$ cat config.mk
export PLATFORM = sky130hd
export DESIGN_NAME = mm3_front_flat
export DESIGN_NICKNAME = d
export VERILOG_FILES = /design/src/rtl/mm3_pkg.sv /design/src/rtl/mm3_ifs.sv /design/src/rtl/mm3_front.sv /design/src/flat_wrapper.sv
export SDC_FILE = /design/constraint.sdc
export NUM_CORES = 1
export LEC_CHECK = 0
export ABC_AREA = 1
export BUFFER_PORTS_ARGS = -buffer_cell sky130_fd_sc_hd__clkbuf_2
export CORE_AREA = 3 3 106 108
export DETAILED_ROUTE_END_ITERATION = 6
export DIE_AREA = 0 0 109 111
export GPL_TIMING_DRIVEN = 0
export PLACE_DENSITY = 0.51
export SLEW_MARGIN = 10
export SYNTH_ARGS = -nofsm -noshare
export SYNTH_HDL_FRONTEND = slang
export SYNTH_SLANG_ARGS = --single-unit
$ cat constraint.sdc
create_clock -name vclk -period 2.2
set_clock_uncertainty 0.1 [all_clocks]
set_input_delay 0.66 -clock vclk [all_inputs]
set_output_delay 0.66 -clock vclk [all_outputs]
set_load 0.005 [all_outputs]
$ cat src/rtl/mm3_pkg.sv
// Shared constants, types and helper functions of the streaming 128-bit hash.
`default_nettype none
package mm3_pkg;

	localparam int LENGTH_BITS = 31;
	localparam int COUNT_W     = 5;
	localparam int CFG_IDX_W   = 1;
	localparam int QUEUE_DEPTH = 2;
	localparam int QPTR_W      = $clog2(QUEUE_DEPTH);
	localparam int QCNT_W      = $clog2(QUEUE_DEPTH + 1);

	localparam logic [COUNT_W-1:0] BLOCK_BYTES = 5'd16;

	localparam logic [63:0] MUL_A   = 64'h87c37b91114253d5;
	localparam logic [63:0] MUL_B   = 64'h4cf5ad432745937f;
	localparam logic [63:0] ADD_ONE = 64'h0000000052dce729;
	localparam logic [63:0] ADD_TWO = 64'h0000000038495ab5;
	localparam logic [63:0] FIN_A   = 64'hff51afd7ed558ccd;
	localparam logic [63:0] FIN_B   = 64'hc4ceb9fe1a85ec53;

	localparam logic [31:0] MASK_RESET = 32'd1023;

	typedef enum logic [CFG_IDX_W-1:0] {
		REG_SEED = 1'b0,
		REG_MASK = 1'b1
	} cfg_reg_t;

	typedef struct packed {
		logic [63:0]        lo;
		logic [63:0]        hi;
		logic [COUNT_W-1:0] count;
		logic               full;
		logic               has_hi;
		logic               fin;
	} item_t;

	function automatic logic [63:0] rotl64(input logic [63:0] v, input int unsigned s);
		rotl64 = (v << s) | (v >> (7'd64 - 7'(s)));
	endfunction

	function automatic logic [63:0] xs33(input logic [63:0] v);
		xs33 = v ^ (v >> 33);
	endfunction

endpackage
`default_nettype wire

$ cat src/rtl/mm3_ifs.sv
// Block, result and configuration channel interfaces.
`default_nettype none
interface mm3_blk_if;
	logic        valid;
	logic        ready;
	logic [63:0] word_low;
	logic [63:0] word_high;
	logic [4:0]  byte_count;
	logic        last;
	modport source (output valid, word_low, word_high, byte_count, last, input ready);
	modport sink (input valid, word_low, word_high, byte_count, last, output ready);
endinterface

`default_nettype wire

$ cat src/rtl/mm3_front.sv
// Front end: accept blocks, clamp the count, mask unused bytes, classify.
`default_nettype none
module mm3_front
	import mm3_pkg::*;
(
	mm3_blk_if.sink     blk,
	output logic        push_valid,
	input  logic        push_ready,
	output item_t       push_item
);

	logic [COUNT_W-1:0] cnt;
	logic [7:0]         lo_en;
	logic [7:0]         hi_en;
	logic               short_blk;
	logic               keep;

	always_comb begin
		cnt = (blk.byte_count > BLOCK_BYTES) ? BLOCK_BYTES : blk.byte_count;
		for (int b = 0; b < 8; b++) begin
			lo_en[b] = COUNT_W'(b) < cnt;
			hi_en[b] = COUNT_W'(b + 8) < cnt;
		end
		for (int b = 0; b < 8; b++) begin
			push_item.lo[8*b +: 8] = blk.word_low[8*b +: 8] & {8{lo_en[b]}};
			push_item.hi[8*b +: 8] = blk.word_high[8*b +: 8] & {8{hi_en[b]}};
		end
		short_blk        = (cnt != '0) && (cnt != BLOCK_BYTES);
		push_item.count  = cnt;
		push_item.full   = (cnt == BLOCK_BYTES);
		push_item.has_hi = (cnt > 5'd8);
		push_item.fin    = blk.last | short_blk;
		keep             = (cnt != '0) | blk.last;
	end

	// drop empty non-final blocks
	assign blk.ready  = push_ready;
	assign push_valid = blk.valid & keep;

endmodule
`default_nettype wire

$ cat src/flat_wrapper.sv
// flat-port wrapper written by rule: the top's interface ports become plain ports
module mm3_front_flat import mm3_pkg::*;
  (push_valid, push_ready, push_item, blk_valid, blk_word_low, blk_word_high, blk_byte_count, blk_last, blk_ready);
  mm3_blk_if blk_i ();
  output logic push_valid;
  input  logic push_ready;
  output item_t push_item;
  input wire logic [$bits(blk_i.valid)-1:0] blk_valid;
  input wire logic [$bits(blk_i.word_low)-1:0] blk_word_low;
  input wire logic [$bits(blk_i.word_high)-1:0] blk_word_high;
  input wire logic [$bits(blk_i.byte_count)-1:0] blk_byte_count;
  input wire logic [$bits(blk_i.last)-1:0] blk_last;
  output wire logic [$bits(blk_i.ready)-1:0] blk_ready;
  assign blk_i.valid = blk_valid;
  assign blk_i.word_low = blk_word_low;
  assign blk_i.word_high = blk_word_high;
  assign blk_i.byte_count = blk_byte_count;
  assign blk_i.last = blk_last;
  assign blk_ready = blk_i.ready;
  mm3_front u_core (.blk(blk_i), .push_valid(push_valid), .push_ready(push_ready), .push_item(push_item));
endmodule
# Word level (Yosys, flattened, before mapping)
# Cells that the tools add are included.
# word_totals
wordCells	42
regBits	0
out_inout_bits	138
inputBits	136
# classes
bitwise	19
mux	1
magnitude_cmp	18
n_reduce_logical	2
n_eq_ne	2
# op_table
cell	n
$and 8x8->8	16
$lt 4x5->1 const A	8
$lt 3x5->1 const A	4
$lt 1x5->1 const A	2
$lt 2x5->1 const A	2
$eq 5x5->1 const B	1
$gt 5x4->1 const B	1
$gt 5x5->1 const B	1
$mux 5	1
$ne 5x5->1 const B	1
$reduce_bool 5->1	1
$or 1x1->1	2
$and 1x1->1	1
$logic_and 1x1->1	1

# Longest topological paths before layout
# logic_depth
word_depth	5
depth_mapped	6
mapped_depth_nobuf	6

# Least setup slack after synthesis
# No wires, ideal clock.
# synth_path
kind	in2out
from	input port blk_byte_count[3]
to	output port push_item[104] (netlist bit)
slack_ps	108
path_stages	5
n_path_buf	1
t_arrival_ps	1332
cell_sequence	nor2_1 -> buf_4 -> nand2_1 -> o21ai_1 -> nor2_1
# synth_rtl
item	line	text
start: declaration	flat_wrapper.sv:11	input wire logic [$bits(blk_i.byte_count)-1:0] blk_byte_count;
end: declaration	flat_wrapper.sv:7	output item_t push_item;

# Final worst setup path
# layout_path
from	input port blk_byte_count[4]
to	output port push_valid
# layout_between
elab_chain_cells	5
# layout_lines
item	line	text
$gt 5x5->1	mm3_front.sv:19	cnt = (blk.byte_count > BLOCK_BYTES) ? BLOCK_BYTES : blk.byte_count;
$mux 5 (*)	mm3_front.sv:19	
$reduce_bool 5->1 (*)	mm3_front.sv:33	keep = (cnt != '0) | blk.last;
$or 1x1->1 (*)	mm3_front.sv:33	
$and 1x1->1 (*)	mm3_front.sv:38	assign push_valid = blk.valid & keep;
end: declaration	flat_wrapper.sv:5	output logic push_valid;
# Every way passes the cells marked *; elsewhere a longest branch is shown, timed or not.

==> qor.yml <==
status: "finished with violations"
violations: "setup timing"
synth_top_area_frac: 0.390
syn-cell-area_um2: 1210
arrival_ns: 1.53
place.detailed.hpwl_mm: 6.64
ant_nets: 0
area_growth_pct: 185
synth_nets: 436
final_common_cell: "clkbuf_2"
placed_area_um2: 2750
yosysWarnings: 0
grt_max_degree: 12
place_inst: 709
grt_pass1_wl_mm: 11.1
core_area_um2: 10300
core.rowCount: 37
rsz0062_at_grt: "true"
cp_slowest_stage_delay_ns: 0.21
mostFrequentLayoutCells: "clkbuf_2, inv_1, nor2_1"
die_w_um: 109
maxSlewViolCount: 0
drt_iter0_markers: 55
grt_remaining_overflow: 0
clkbuf_count: 0
port_buffers: 273
multi_input_area_um2: 1070
place_ws_ns: -0.495
dr.pass1.iters: 4
syn_avg_cell_area_um2: 4.04
grt_pass1_vias: 2326
worst_pin_slew_ns: 0.418
seq_cells: 0
ys_seq_area_frac: 0
fillers: 1169
whs_ns: 1.39
synth_area_leader_cell: "inv_1"
routed_wl_mm: 7.85
leakage_nw: 2.51
vias: 2586
synth_cell_types: 18
timing.fmax_ghz: 0.436
cp_num_buf_inv: 5
hp-class: "input pin to output port"
vdd_ir_drop_max_v: 0.0000636
start_util: 0.117
drive_above_1_share: 0.646
critPathLaunchType: "input pin"
worstSetupPathType: "input pin to output port"
setup_ws_ns: -0.0948
fin_cells: 730
power_density_nw_per_um2: 193
crit_path_max_fanout: 6
io_pins: 274
nets: 732
fp.dieH_um: 111
crit_family: "buffers and inverters"
antenna_found_initial: 0
crit_chain: "clkbuf_16 > clkinv_8 > nand2_4 > nor2_4 > buf_6 > nand3_2 > nand2_1 > inv_1 > clkbuf_2"
wl_per_cell_um: 10.7
slowest_stage: "nor2_4"
period_minus_slack_ns: 2.29
drv_cap: 0
regArea_um2: 0
synth_area_leaders: "inv_1, nor2_1, nand2_1"
viasPerCell: 3.54
final-setup-viol-count: 97
insertedDiodeCount: 0
die_area_um2: 12100
gp_congestion: 0.820
slew_headroom: 0.721
finalCritPeriodShare: 1.04
drc: 0
grt_use_total: 0.111
hold_violations: 0
design_area_um2: 3460
setup_tns_ns: -4.10
worstPathRequired_ns: 1.44
critical_path.endpoint_type: "output port"
synthCells: 300
[final timing paths]
kind | startpoint | slack [ns] | to | depth (start not counted)
worst max-delay path | blk_byte_count[4] | -0.09 | push_valid | 9
worst min-delay path | push_ready | 1.39 | blk_ready | 2
[logic make-up (layout without fill, tap and decap cells)]
family | count (synthesis) | count (layout) | share of synthesized area
buffers and inverters | 136 | 429 | 0.429
and+or+nand+nor | 150 | 151 | 0.490
AOI/OAI and AO/OA | 14 | 14 | 0.0805
[synthesized netlist by cell type (all sizes together)]
master  count
inv       130
nand4       1
a21oi       2
nand3       3
nand2      50
buf         4
nor2       96
o21ai       4
clkbuf      2
a21boi      8
[layout make-up]
class,count,share of cell area
plain buffers,6,0.0130
well taps,136,0.0492
inverters,130,0.153
multi-input cells,165,0.311
repair buffers,293,0.474
[metal layers]
layer,up-vias,track usage,part of all wire,wire [um]
met4,0,0.00337,0.0024,19
met1,1062,0.126,0.36,2790
met5,-,0,0,0
met2,142,0.225,0.54,4270
li1,1380,-,-,-
met3,2,0.0122,0.097,761
[where the power goes]
| part | switching, mW | leakage, nW | internal [mW] | total, mW |
|---|---|---|---|---|
| Sequential | 0 | 0 | 0 | 0 |
| Clock | 0 | 0 | 0 | 0 |
| Combinational | 0.329 | 2.51 | 0.339 | 0.668 |
| Total | 0.329 | 2.51 | 0.339 | 0.668 |
[per-stage QoR]
step	total power, mW	util
4_1_cts	0.616	0.309
5_1_grt	0.747	0.335
2_1_floorplan	0.202	-
3_5_place_dp	0.526	0.266
6_report	0.668	0.335
3_3_place_gp	0.528	0.266
[repair_timing]
item,CTS,global route
setup endpoints to repair,113,117
resized for setup,75,91
pin swaps,15,21
hold buffers,0,0
setup buffers,13,6
gates cloned,2,0
(Power assumes the default switching activity.)
