File: src/rtl/mm3_pkg.sv
// Shared constants, types and helper functions of the streaming 128-bit hash.
`default_nettype none
package mm3_pkg;

	localparam int LENGTH_BITS = 31;
	localparam int COUNT_W     = 5;
	localparam int CFG_IDX_W   = 1;
	localparam int QUEUE_DEPTH = 2;
	localparam int QPTR_W      = $clog2(QUEUE_DEPTH);
	localparam int QCNT_W      = $clog2(QUEUE_DEPTH + 1);

	localparam logic [COUNT_W-1:0] BLOCK_BYTES = 5'd16;

	localparam logic [63:0] MUL_A   = 64'h87c37b91114253d5;
	localparam logic [63:0] MUL_B   = 64'h4cf5ad432745937f;
	localparam logic [63:0] ADD_ONE = 64'h0000000052dce729;
	localparam logic [63:0] ADD_TWO = 64'h0000000038495ab5;
	localparam logic [63:0] FIN_A   = 64'hff51afd7ed558ccd;
	localparam logic [63:0] FIN_B   = 64'hc4ceb9fe1a85ec53;

	localparam logic [31:0] MASK_RESET = 32'd1023;

	typedef enum logic [CFG_IDX_W-1:0] {
		REG_SEED = 1'b0,
		REG_MASK = 1'b1
	} cfg_reg_t;

	typedef struct packed {
		logic [63:0]        lo;
		logic [63:0]        hi;
		logic [COUNT_W-1:0] count;
		logic               full;
		logic               has_hi;
		logic               fin;
	} item_t;

	function automatic logic [63:0] rotl64(input logic [63:0] v, input int unsigned s);
		rotl64 = (v << s) | (v >> (7'd64 - 7'(s)));
	endfunction

	function automatic logic [63:0] xs33(input logic [63:0] v);
		xs33 = v ^ (v >> 33);
	endfunction

endpackage
`default_nettype wire

File: src/rtl/mm3_fifo.sv
// Short queue of classified blocks between front and back end.
`default_nettype none
module mm3_fifo
	import mm3_pkg::*;
(
	input  logic  clk,
	input  logic  arst_n,
	input  logic  push_valid,
	output logic  push_ready,
	input  item_t push_item,
	output logic  pop_valid,
	input  logic  pop_ready,
	output item_t pop_item
);

	item_t              mem_q [QUEUE_DEPTH];
	logic [QPTR_W-1:0]  wr_q;
	logic [QPTR_W-1:0]  rd_q;
	logic [QCNT_W-1:0]  cnt_q;
	logic               do_push;
	logic               do_pop;

	assign push_ready = (cnt_q != QCNT_W'(QUEUE_DEPTH));
	assign pop_valid  = (cnt_q != '0);
	assign pop_item   = mem_q[rd_q];
	assign do_push    = push_valid & push_ready;
	assign do_pop     = pop_valid & pop_ready;

	always_ff @(posedge clk or negedge arst_n) begin
		if (!arst_n) begin
			wr_q  <= '0;
			rd_q  <= '0;
			cnt_q <= '0;
		end else begin
			if (do_push) begin
				wr_q <= (wr_q == QPTR_W'(QUEUE_DEPTH - 1)) ? '0 : wr_q + 1'b1;
			end
			if (do_pop) begin
				rd_q <= (rd_q == QPTR_W'(QUEUE_DEPTH - 1)) ? '0 : rd_q + 1'b1;
			end
			if (do_push && !do_pop) begin
				cnt_q <= cnt_q + 1'b1;
			end else if (do_pop && !do_push) begin
				cnt_q <= cnt_q - 1'b1;
			end
		end
	end

	always_ff @(posedge clk) begin
		if (do_push) begin
			mem_q[wr_q] <= push_item;
		end
	end

`ifndef SYNTHESIS
	a_cnt_range: assert property (@(posedge clk) disable iff (!arst_n)
		cnt_q <= QCNT_W'(QUEUE_DEPTH))
		else $error("queue count out of range");
	a_ptr_track: assert property (@(posedge clk) disable iff (!arst_n)
		(cnt_q == '0) |-> (wr_q == rd_q))
		else $error("queue pointers disagree with empty count");
	a_no_pop_empty: assert property (@(posedge clk) disable iff (!arst_n)
		do_pop |=> (cnt_q == $past(cnt_q) - 1'b1) || $past(do_push))
		else $error("queue count lost a pop");
`endif

endmodule
`default_nettype wire

File: config.mk
export PLATFORM = sky130hd
export DESIGN_NAME = mm3_fifo
export DESIGN_NICKNAME = d
export VERILOG_FILES = /design/src/rtl/mm3_pkg.sv /design/src/rtl/mm3_fifo.sv
export SDC_FILE = /design/constraint.sdc
export NUM_CORES = 1
export LEC_CHECK = 0
export BUFFER_PORTS_ARGS = -buffer_cell sky130_fd_sc_hd__buf_2
export CAP_MARGIN = 20
export CORE_UTILIZATION = 25
export CTS_CLUSTER_SIZE = 28
export DETAILED_ROUTE_END_ITERATION = 6
export GPL_TIMING_DRIVEN = 0
export PLACE_DENSITY_LB_ADDON = 0.12
export SYNTH_ARGS = -nofsm -noshare
export SYNTH_HDL_FRONTEND = slang
export SYNTH_SLANG_ARGS = --single-unit
export TNS_END_PERCENT = 1
File: constraint.sdc
create_clock -name clk -period 15.82 [get_ports clk]
set_input_delay 0.791 -clock clk [delete_from_list [all_inputs] [get_ports clk]]
set_output_delay 0.791 -clock clk [all_outputs]
set_load 0.01 [all_outputs]
### After elaboration in Yosys (flattened, before gate mapping)

Memories as Yosys holds them, arrays and structs flattened.
Index checks and enable logic that the tools add are counted.

* mux-type cells: 6
* equal/unequal tests: 1
* bitwise operators: 2
* reductions and logical operators: 6
* $add $sub $neg: 4

Operators with widths (number)
* 2-to-1 mux 1 bit: 4
* 2-to-1 mux 2 bit: 2
* nonzero test 2 bit: 2
* adder 1 bit, second input constant: 2
* adder 2 x 1 -> 2 bit, second input constant: 1
* AND 1 bit: 2
* logical AND 1 bit: 2
* zero test 1 bit: 2
* != test 2 bit, second input constant: 1
* subtractor 2 x 1 -> 2 bit, second input constant: 1

* memory bits (writable): 272
* register bits after elaboration: 4
* input bits: 140
* memories: 1
* logic and storage cells: 23
* output and inout port bits: 138

Memory list
* mem_q: words 2, width 136, rd ports 1, clocked after Yosys merged registers in 0, wr ports 1, RTL line mm3_fifo.sv:16 `item_t mem_q [QUEUE_DEPTH];`

### Logic depth before layout (Yosys ltp)

Gate-level depths: netlist (run 1).

* depth in word-level cells: 6
* gate-level depth with buffers: 7
* mapped depth without buffers: 7

### Worst setup path after synthesis (run 1)

No wires, ideal clock.

* kind: in2reg
* from: input push_valid
* to: memory mem_q[0][0] (netlist bit) (enable)
* setup slack: 8656 ps
* path buffers: 0
* data arrival time: 6531 ps
* library setup time: 633 ps
* cell stages on the path: 2
* required time: 15187 ps
* cells stage by stage: nand2_1 -> nor2_1

* word-level cells in the longest chain between the ends: 3

RTL lines
* from (decl): RTL line mm3_fifo.sv:8 `input logic push_valid,`
* AND 1 bit: RTL line mm3_fifo.sv:26 `assign do_push = push_valid & push_ready;`
* 2-to-1 mux 1 bit: RTL line mm3_fifo.sv:50 `if (do_push) begin`
* 2-to-1 mux 1 bit (not written as such): RTL line mm3_fifo.sv:51 `mem_q[wr_q] <= push_item;`
* to (decl): RTL line mm3_fifo.sv:16

Every way passes these cells.

==> results of run 1 <==
-- worst register-to-register path, stage by stage, from the launching register on --
cell,delay (ps)
dfrtp_1,420
nand2b_1,180
and3_4,750
buf_12,340
-- kinds of logic after synthesis --
group / share of synthesized area
adder cells (fa/ha/maj): 0.001240
AND/OR/NAND/NOR: 0.003351
XOR/XNOR: 0.004342
buffers and inverters: 0.01960
flip-flops: 0.8196
multiplexers: 0.1518
-- final timing paths --
kind,depth (start not counted),endpoint,slack (ps)
max,4,pop_item[130],13130
min,1,mem_q[0][87]$_DFFE_PP_,410
max in group asynchronous,2,wr_q$_DFFE_PN0P_,15100
max reg2reg,3,mem_q[1][25]$_DFFE_PP_,13740
min reg2reg,1,cnt_q[1]$_DFFE_PN0P_,500
min in group asynchronous,2,cnt_q[0]$_DFFE_PN0P_,600
-- through the flow --
| step | cells | total power, mW | hold WS (ps) | cell area (um^2) | setup slack, ps |
|---|---|---|---|---|---|
| 2_1_floorplan | 441 | 1.530 | 455.9 | 10090 | 8656 |
| 3_3_place_gp | 1243 | 1.832 | 471.1 | 12130 | 5225 |
| 3_5_place_dp | 1250 | 1.828 | 486.5 | 12300 | 13430 |
| 4_1_cts | 1307 | 2.492 | 364.4 | 13220 | 13030 |
| 5_1_grt | 1307 | 2.571 | 369.3 | 13220 | 12980 |
| 6_report | 1308 | 2.434 | 412.7 | 13220 | 13130 |
-- report_power, final --
| group | switching [mW] | internal (mW) | leakage, nW |
|---|---|---|---|
| logic | 0.403 | 0.355 | 1.84 |
| registers | 0.0341 | 0.998 | 2.57 |
| clock network | 0.271 | 0.373 | 0.441 |
| total | 0.708 | 1.73 | 4.86 |
-- layout make-up --
cell class | count | area [um^2] | share of cell area
buffer | 15 | 193.9 | 0.01467
tap | 525 | 656.9 | 0.04969
timing repair buffer | 285 | 1551 | 0.1174
sequential | 276 | 8268 | 0.6254
clock inverter | 15 | 96.34 | 0.007288
inverter | 1 | 3.754 | 0.0002839
clock buffer | 41 | 813.3 | 0.06152
antenna | 1 | 2.502 | 0.0001893
multi-input combinational | 149 | 1634 | 0.1236
-- routing by layer --
layer	up-vias	track usage	part of all wire
met5	-	0	0.00060
met4	2	0.03759	0.030
met3	42	0.03900	0.083
met2	179	0.1771	0.49
met1	2577	0.1215	0.40
li1	2403	-	-
-- cell usage in the layout (no fill, tap or decap), types with 3 or more instances in the layout --
| cell type | count |
|---|---|
| clkbuf_16 | 31 |
| clkbuf_1 | 10 |
| clkinv_2 | 4 |
| buf_2 | 277 |
| clkinv_1 | 8 |
| xnor2_1 | 3 |
| buf_12 | 5 |
| buf_6 | 5 |
| dfrtp_1 | 4 |
| edfxtp_1 | 272 |
| mux2_2 | 136 |
| clkbuf_8 | 10 |
-- sequential cells by signal (all words and copies together) (netlist names) --
signal  flops
cnt_q       2
mem_q     272
rd_q        1
wr_q        1
==> flow_summary.json, run 1 <==
{
  "cts_root_buf": "clkbuf_16",
  "required_ps": 15030,
  "worstSkewPairLatency_ps": 570,
  "syn_area_per_cell_um2": 22.87,
  "finalHoldViolCount": 0,
  "nets": 900,
  "status": "finished clean",
  "critPathMaxFanout": 10,
  "crit_path_top_delay_cell": "dfrtp_1",
  "synth_commonest_cells": "edfxtp_1 (272), mux2_2 (136), clkbuf_8 (10), buf_6 (5), dfrtp_1 (4)",
  "cts_setup_buffers": 0,
  "start_util": 0.2539,
  "finClkSkew_ps": 9.579,
  "drt-total-wl_mm": 21.82,
  "portBuffers": 277,
  "track_usage": 0.1049,
  "die_x_um": 202.9,
  "synthCells": 441,
  "grt_pass1_wl_mm": 32.84,
  "overflow": 0,
  "drive_above_1_share": 0.6087,
  "cp-end-kind": "output port",
  "synth-seq-cells": 276,
  "min_from": "push_item[87]",
  "grt_pass1_vias": 5692,
  "finalCritPeriodShare": 0.1702,
  "drv_slew": 0,
  "fillers": 3906,
  "dieHeight_um": 202.9,
  "die_area_um2": 41160,
  "rsz0062_at_grt": "no",
  "crit_path_max_incr_delay_ps": 370,
  "synth_area_um2": 10090,
  "post_drt_wl_per_cell_um": 16.68,
  "r2r_start": "cnt_q[0]$_DFFE_PN0P_",
  "cellLeakagePower_nw": 4.858,
  "period_minus_slack_ps": 2692,
  "drcViolationCount": 0,
  "synth_nets": 582,
  "ys_seq_area_frac": 0.8196,
  "finalCoreUtilization": 0.3327,
  "synth_flop_cell": "edfxtp_1",
  "clock_sinks": 276,
  "synthTopCellsByArea": "edfxtp_1 (81%), mux2_2 (15%), clkbuf_8 (1.4%)",
  "min_path_type": "input pin to register",
  "worstSetupPathType": "register to output port",
  "clk_pin_slew_ps": 60,
  "ctsResizeCount": 0,
  "core_area_um2": 39730,
  "htreeDepth": 1,
  "yosysTopAreaCell": "edfxtp_1",
  "cap_viol_max_count": 0,
  "synth_top_area_frac": 0.8097,
  "clockBufferDepth": 3,
  "synth_cell_types": 14,
  "synth_most_common_cell": "edfxtp_1",
  "synthToLayoutAreaGrowth_pct": 31.06,
  "fin_tns_setup_ps": 0,
  "setup_viol": 0,
  "slew-limit-headroom": 0.4240,
  "cts_hold_buf": 1,
  "ant_nets": 0,
  "synth_edf_count": 272,
  "hpwl_mm": 15.50,
  "cpLargestDelayFamily": "buffers and inverters",
  "cp-start-kind": "register",
  "path_cells": "buf_6 > clkbuf_8 > mux2_2 > buf_2",
  "powerDensity_nw_per_um2": 184.1,
  "ys_async_sr_fraction": 0.01449,
  "arrival_ps": 1900,
  "antenna_found_initial": 2,
  "numCtsBuffers": 31,
  "crit_buf_inv": 3,
  "max_slew.worst_pin.slew_ps": 864.0,
  "ir_drop_v": 0.00009395,
  "row_count": 73,
  "grt_max_degree": 57,
  "vias": 5203,
  "routabilityCongestion": 0.7298,
  "synth_warnings": 0,
  "ios": 278,
  "crit_start": "rd_q$_DFFE_PN0P_",
  "fmax_ghz": 0.3715,
  "drt-vias-per-instance": 3.978,
  "first_iter_violations": 163,
  "dr.pass1.iters": 4,
  "cts_tree": "yes"
}
Note: power is estimated with default switching activity, not from simulation.
==> run 2, diff against run 1 <==
Clock period 15.82 ns to 2.7 ns, I/O delays scaled along.
==> run 2 against run 1 <==
Clock skew shrank 3.1 ps; hold slack lost 120 ps; clock power rose to 6.4 times the previous value; die area stayed put; sequential share of layout area fell by 6.4 points; critical path depth rose by 1; routed wire length increased by 3.2%; non-clock buffer count is 139 higher; utilization increased by 3.8 points; worst setup slack worse by 13000 ps; design area grew 11%.
==> flow_summary.json, run 2 (same netlist as run 1, synthesis figures left out) <==
{
  "drive_above_1_share": 0.5298,
  "dieHeight_um": 202.9,
  "finalCoreUtilization": 0.3709,
  "routabilityCongestion": 0.6997,
  "whs_path_depth": 2,
  "arrival_ps": 2370,
  "hold-path-endpoint": "mem_q[1][36]$_DFFE_PP_",
  "worstSetupPathType": "register to register",
  "clockBufferDepth": 3,
  "hpwl_mm": 15.34,
  "critPathMaxFanout": 31,
  "path_cells": "nand2b_4 > nand2_4 > nor2_4 > buf_12 > buf_12",
  "fin_area_um2": 14740,
  "core_area_um2": 39730,
  "row_count": 73,
  "drv_slew": 0,
  "required_ps": 2950,
  "first_iter_violations": 166,
  "setup_ws_ps": 581.1,
  "cp-end-kind": "register",
  "grt_pass1_vias": 6301,
  "grt_pass1_wl_mm": 34.80,
  "htreeDepth": 1,
  "ir_drop_v": 0.0005503,
  "ant_nets": 0,
  "nets": 1039,
  "cp-start-kind": "register",
  "rsz0062_at_grt": "no",
  "powerDensity_nw_per_um2": 1004,
  "min_from": "push_item[36]",
  "crit_top_cell": "buf_12",
  "cts_root_buf": "clkbuf_16",
  "finalHoldViolCount": 0,
  "fmax_ghz": 0.4719,
  "overflow": 0,
  "vias": 5638,
  "place_area_um2": 12330,
  "finalCritPeriodShare": 0.7848,
  "cts_tree": "yes",
  "mostFrequentLayoutCell": "buf_2",
  "diodes": 0,
  "numCtsBuffers": 31,
  "period_minus_slack_ps": 2119,
  "track_usage": 0.1089,
  "antenna_found_initial": 0,
  "dr.pass1.iters": 4,
  "finClkSkew_ps": 6.490,
  "whs_ps": 294.0,
  "cap_viol_max_count": 0,
  "die_area_um2": 41160,
  "portBuffers": 277,
  "min_path_type": "input pin to register",
  "drcViolationCount": 0,
  "crit_path_max_incr_delay_ps": 610,
  "clk_pin_slew_ps": 60,
  "ios": 278,
  "synthToLayoutAreaGrowth_pct": 46.08,
  "cts_setup_buffers": 0,
  "largest_register_ffs": 272,
  "largest-register": "mem_q",
  "slew-limit-headroom": 0.4795,
  "pre_cts_slack_ps": 512.9,
  "top_regs": "mem_q x272, cnt_q x2",
  "final_cell_mix": "buf_2 (277), edfxtp_1 (272), dlygate4sd3_1 (140)",
  "drt-vias-per-instance": 3.894,
  "worstSkewPairLatency_ps": 570,
  "status": "finished clean",
  "clock_sinks": 276,
  "cellLeakagePower_nw": 5.517,
  "crit_path_top_delay_cell": "nor2_4",
  "die_x_um": 202.9,
  "power_mw": 14.80,
  "worst-r2r-cell-count": 5,
  "rrSetupSlack_ps": 580,
  "post_drt_wl_per_cell_um": 15.55,
  "fillers": 3764,
  "setup_viol": 0,
  "r2r_end": "mem_q[0][23]$_DFFE_PP_",
  "grt_max_degree": 67,
  "r2r_start": "cnt_q[0]$_DFFE_PN0P_",
  "max_slew.worst_pin.slew_ps": 778.9,
  "start_util": 0.2539,
  "drt-total-wl_mm": 22.52
}
run 2: cell count changes in the layout (fill, tap and decap cells not counted), moves of 2 or more:
| cell | before | now |
|---|---|---|
| dlygate4sd3_1 | 1 | 140 |
| clkbuf_1 | 10 | 2 |
| clkinv_2 | 4 | 12 |
| bufinv_16 | 1 | 4 |
| buf_12 | 5 | 3 |
| buf_16 | 2 | 4 |
run 2: per-stage QoR:
step	cells	TNS, ps
2_1_floorplan	441	-49130
5_1_grt	1448	0
3_5_place_dp	1250	0
6_report	1448	0
3_3_place_gp	1243	-332720
4_1_cts	1448	0
run 2: final cells by class:
cell class	count	area, um^2	area share
Buffer	15	193.9	0.01316
Clock buffer	33	783.3	0.05315
Clock inverter	25	222.7	0.01511
Inverter	1	3.754	0.0002547
Multi-Input combinational cell	149	1649	0.1119
Sequential cell	276	8268	0.5611
Tap cell	525	656.9	0.04458
Timing Repair Buffer	424	2958	0.2007
run 2: worst max-delay path by stage:
stage,start,end,cells past startpoint
floorplan,cnt_q[0]$_DFFE_PN0P_,mem_q[0][0]$_DFFE_PP_,3
global route,cnt_q[0]$_DFFE_PN0P_,mem_q[0][21]$_DFFE_PP_,5
CTS,cnt_q[0]$_DFFE_PN0P_,mem_q[0][71]$_DFFE_PP_,5
finish,cnt_q[0]$_DFFE_PN0P_,mem_q[0][23]$_DFFE_PP_,5
detailed placement,cnt_q[0]$_DFFE_PN0P_,mem_q[0][68]$_DFFE_PP_,5
global placement,cnt_q[0]$_DFFE_PN0P_,mem_q[0][66]$_DFFE_PP_,3
run 2: what timing repair did:
item	in CTS	in global routing
resized for setup	0	0
hold buffers	140	0
hold endpoints to repair	279	0
run 2: power by group:
group / leakage, nW / internal (mW) / switching (mW)
Sequential: 2.57 / 5.85 / 0.206
Clock: 0.503 / 2.46 / 1.65
Combinational: 2.44 / 2.24 / 2.40
Total: 5.52 / 10.5 / 4.25
run 2: worst max-delay path, delay by kind of cell, from the launching register on:
family	cells	cell delay, ps
buffers and inverters	2	510
AND/OR/NAND/NOR	3	840
flip-flops	1	410
run 2: per-layer routing:
layer	vias up	track usage	wire [um]
met4	0	0.03598	656
met2	163	0.1986	11580
met3	37	0.03194	1465
met1	2761	0.1201	8824
met5	-	0	0
li1	2677	-	-
